==> src/rtl/core/ccec_ram.sv <==
module ccec_ram #(
    parameter int WIDTH  = 51,
    parameter int DEPTH  = 20,
    parameter int ADDR_W = $clog2(DEPTH)
) (
    input  logic              aclk,
    input  logic              wr_en,
    input  logic [ADDR_W-1:0] wr_addr,
    input  logic [WIDTH-1:0]  wr_data,
    input  logic              rd_en,
    input  logic [ADDR_W-1:0] rd_addr,
    output logic [WIDTH-1:0]  rd_data
);

    logic [WIDTH-1:0] mem_reg [DEPTH];
    logic [WIDTH-1:0] rd_data_reg;

    // Write one row, register the read row
    always_ff @(posedge aclk) begin
        if (wr_en) begin
            mem_reg[wr_addr] <= wr_data;
        end
        if (rd_en) begin
            rd_data_reg <= mem_reg[rd_addr];
        end
    end

    assign rd_data = rd_data_reg;

endmodule

==> config.mk <==
export PLATFORM = sky130hd
export DESIGN_NAME = ccec_ram
export DESIGN_NICKNAME = d
export VERILOG_FILES = /design/src/rtl/core/ccec_ram.sv
export SDC_FILE = /design/constraint.sdc
export NUM_CORES = 1
export LEC_CHECK = 0
export ABC_AREA = 1
export BUFFER_PORTS_ARGS = -buffer_cell sky130_fd_sc_hd__buf_2
export CORE_ASPECT_RATIO = 1.4
export CORE_MARGIN = 8
export CORE_UTILIZATION = 25
export CTS_BUF_LIST = sky130_fd_sc_hd__clkbuf_4 sky130_fd_sc_hd__clkbuf_8
export DETAILED_ROUTE_END_ITERATION = 16
export PLACE_DENSITY = 0.48
export RECOVER_POWER = 25
export SLEW_MARGIN = 10
export SYNTH_ARGS = -nofsm -noshare
export SYNTH_HDL_FRONTEND = slang
export SYNTH_SLANG_ARGS = --single-unit
==> constraint.sdc <==
create_clock -name aclk -period 4.1 [get_ports aclk]
set_input_delay 0.205 -clock aclk [delete_from_list [all_inputs] [get_ports aclk]]
set_output_delay 0.205 -clock aclk [all_outputs]
set_load 0.005 [all_outputs]
==> flow_metrics.tcl <==
set metrics [dict create \
    status "completed" \
    async_reset_ff_share_pct 0 \
    cts-buffers-inserted 151 \
    syn_nets 3478 \
    htree_levels 4 \
    power.switching_w 0.00510 \
    ys_warn_count 0 \
    vias_per_cell 4.45 \
    cp.arrival_ps 2860 \
    fin_crit_sh_pct 53.7 \
    cts_tree "built" \
    ys_top_cells_by_area "edfxtp_1 (76%), nand2_1 (11%), nand3_1 (7.3%), o21ai_0 (1.2%), nor2_1 (1.1%)" \
    layout_setup_ws_ps 1900 \
    clock.fmax_mhz 454 \
    synth_top_area_share_pct 75.9 \
    period_needed_ps 2200 \
    rows 179 \
    clk_pin_slew_worst_paths_ps 70 \
    grt_max_degree 205 \
    tightest_slew_ps 1110 \
    dieArea_mm2 0.183 \
    vias 26500 \
    insertion_delay_ps 820 \
    synth.avg_cell_area_um2 12.4 \
    hold_viol 0 \
    rsz0062_at_grt "no" \
    first_pass_iters 5 \
    drt_wl_total_um 123000 \
    critPathKind "primary input to flop" \
    synthTopCellsByCount "nand2_1 (1224), edfxtp_1 (1071), nand3_1 (621), nor2_1 (122), o21ai_0 (102)" \
    cp-start-kind "primary input" \
    fp.coreArea_mm2 0.169 \
    power_density_mw_per_mm2 444 \
    largest_register_ffs 1020 \
    antenna_left 0 \
    report.final.slew_viol_count 0 \
    final_nets 3646 \
    regArea_mm2 0.0322 \
    end_kind "flop" \
    drv_cap 0 \
    drc 0 \
    yosys.area.top_type "edfxtp_1" \
    synth_seq_area_share_pct 75.9 \
    synth_enable_flop_cells 1071 \
    synth_cell_types 14 \
    ys.flop_type "edfxtp_1" \
    p_seq_share_pct 56.6 \
    max_slew_margin_pct 26.2 \
    whs_path_depth 5 \
    drive_gt1_share_pct 10.8 \
    crit_fanout 105 \
    grt_pass1_vias 26300 \
    clockPowerShare_pct 37.1 \
    cts_setup_buffers 0 \
    place_ws_ps 1480 \
    required_ps 4750 \
    area_growth_pct 15.2 \
    min_path_type "primary input to flop" \
    grt_pass1_wl_um 180000 \
    cts_sinks 1071 \
    gp_congestion 0.705 \
    clock_skew_ps 23.2 \
    cts-root-buf "clkbuf_8" \
    antenna_found_initial 14 \
    cts_max_path_buffers 3 \
    synth_most_common_cell "nand2_1" \
    fillers 17300 \
    post-dp-hpwl_um 59500 \
    swShare_pct 23.5 \
    die_y_um 503 \
    fin_setup_tns_ps 0 \
    netlist_instances 3414 \
    vdd_drop_max_v 0.000242 \
    internal-power_w 0.0166 \
    boundaryPins 115 \
    start_util_pct 25.1 \
    leakagePower_nw 17.0 \
    drt_iter0_drc 2055 \
    synth_seq_cells 1071 \
    rr_worst_depth 8 \
    grt_overflow_total 0 \
    wl_per_cell_um 20.6 \
    io_buffers 114 \
    finalSetupViolations 0 \
    die_x_um 364 \
    p_comb_share_pct 6.3 \
    multi_input_area_mm2 0.00914 \
    track_usage_pct 13.1 \
    syn_area_mm2 0.0424 \
]
metal layers:
layer | GRT usage (%) | wire length, µm | vias to the layer above
li1 | - | - | 12400
met1 | 16.2 | 51800 | 13300
met2 | 23.1 | 62300 | 614
met3 | 2.40 | 5390 | 200
met4 | 4.18 | 3490 | 6
met5 | 0 | 37 | -
area by class of cell:
class                      instances  share of cell area (%)
clock buffer                     206                    5.17
tap                             2262                    5.80
multi-input combinational       2120                    18.7
timing repair buffer             228                    3.69
inverter                          10                   0.115
sequential                      1071                    65.9
clock inverter                    60                   0.600
antenna                            6                  0.0308
logic make-up (layout without fill, tap and decap cells):
family	count (synthesis)	in the layout	share of synthesized area, %
other cells	0	6	0
simple gates	1967	1967	19.3
compound gates	153	153	1.96
buf+inv	223	504	2.91
flops	1071	1071	75.9
worst max-delay path, stage by stage:
cell and delay [ps]:
dlygate4sd3_1 590, buf_8 210, inv_8 520, buf_12 400
nand2_1 90, nand3_1 80, nand3_1 90, nand2_1 70
nand2_1 50, nand2_1 130, nand2_1 80, nand2_1 150
final timing paths:
| kind | startpoint | to | slack, ps |
|---|---|---|---|
| max | rd_addr[0] | rd_data[28] | 1900 |
| max reg2reg | mem_reg[5][28] | rd_data[28] | 2710 |
| min | rd_addr[1] | rd_data[41] | 140 |
| min reg2reg | mem_reg[16][23] | rd_data[23] | 690 |
power groups by stage:
stage	combinational [W]	clock (W)	sequential, W
global route	0.00152	0.00869	0.0123
global placement	0.00134	0	0.0125
detailed placement	0.00135	0	0.0125
finish	0.00136	0.00805	0.0123
CTS	0.00140	0.00832	0.0123
floorplan	0.000756	0	0.0125
stage by stage:
stage          power [W]  instance area, µm²  utilization (%)  std cells  hold slack, ps
2_1_floorplan     0.0133               42400                -       3414             304
3_3_place_gp      0.0139               45500             26.9       5637             607
3_5_place_dp      0.0139               45500             26.9       5637             608
4_1_cts           0.0220               48800             28.9       5957            51.2
5_1_grt           0.0225               48800             28.9       5961             126
6_report          0.0217               48800             28.9       5963             139
layout by cell type (no fill, tap or decap), drive strengths merged:
cell         Yosys  layout
buf            157     140
o22ai           51      51
edfxtp        1071    1071
dlygate4sd3      0      54
o21ai          102     102
clkinv           2      51
nand2         1224    1224
clkbuf          56     240
nor2           122     122
nand3          621     621
inv              8      13
diode            0       6
clkinvlp         0       6
repair_timing:
item	4_1_cts	5_1_grt
hold buffers	54	0
gates resized for setup	0	0
endpoints found under the hold margin	1039	0
No activity file was read; power rests on OpenSTA's default activity.
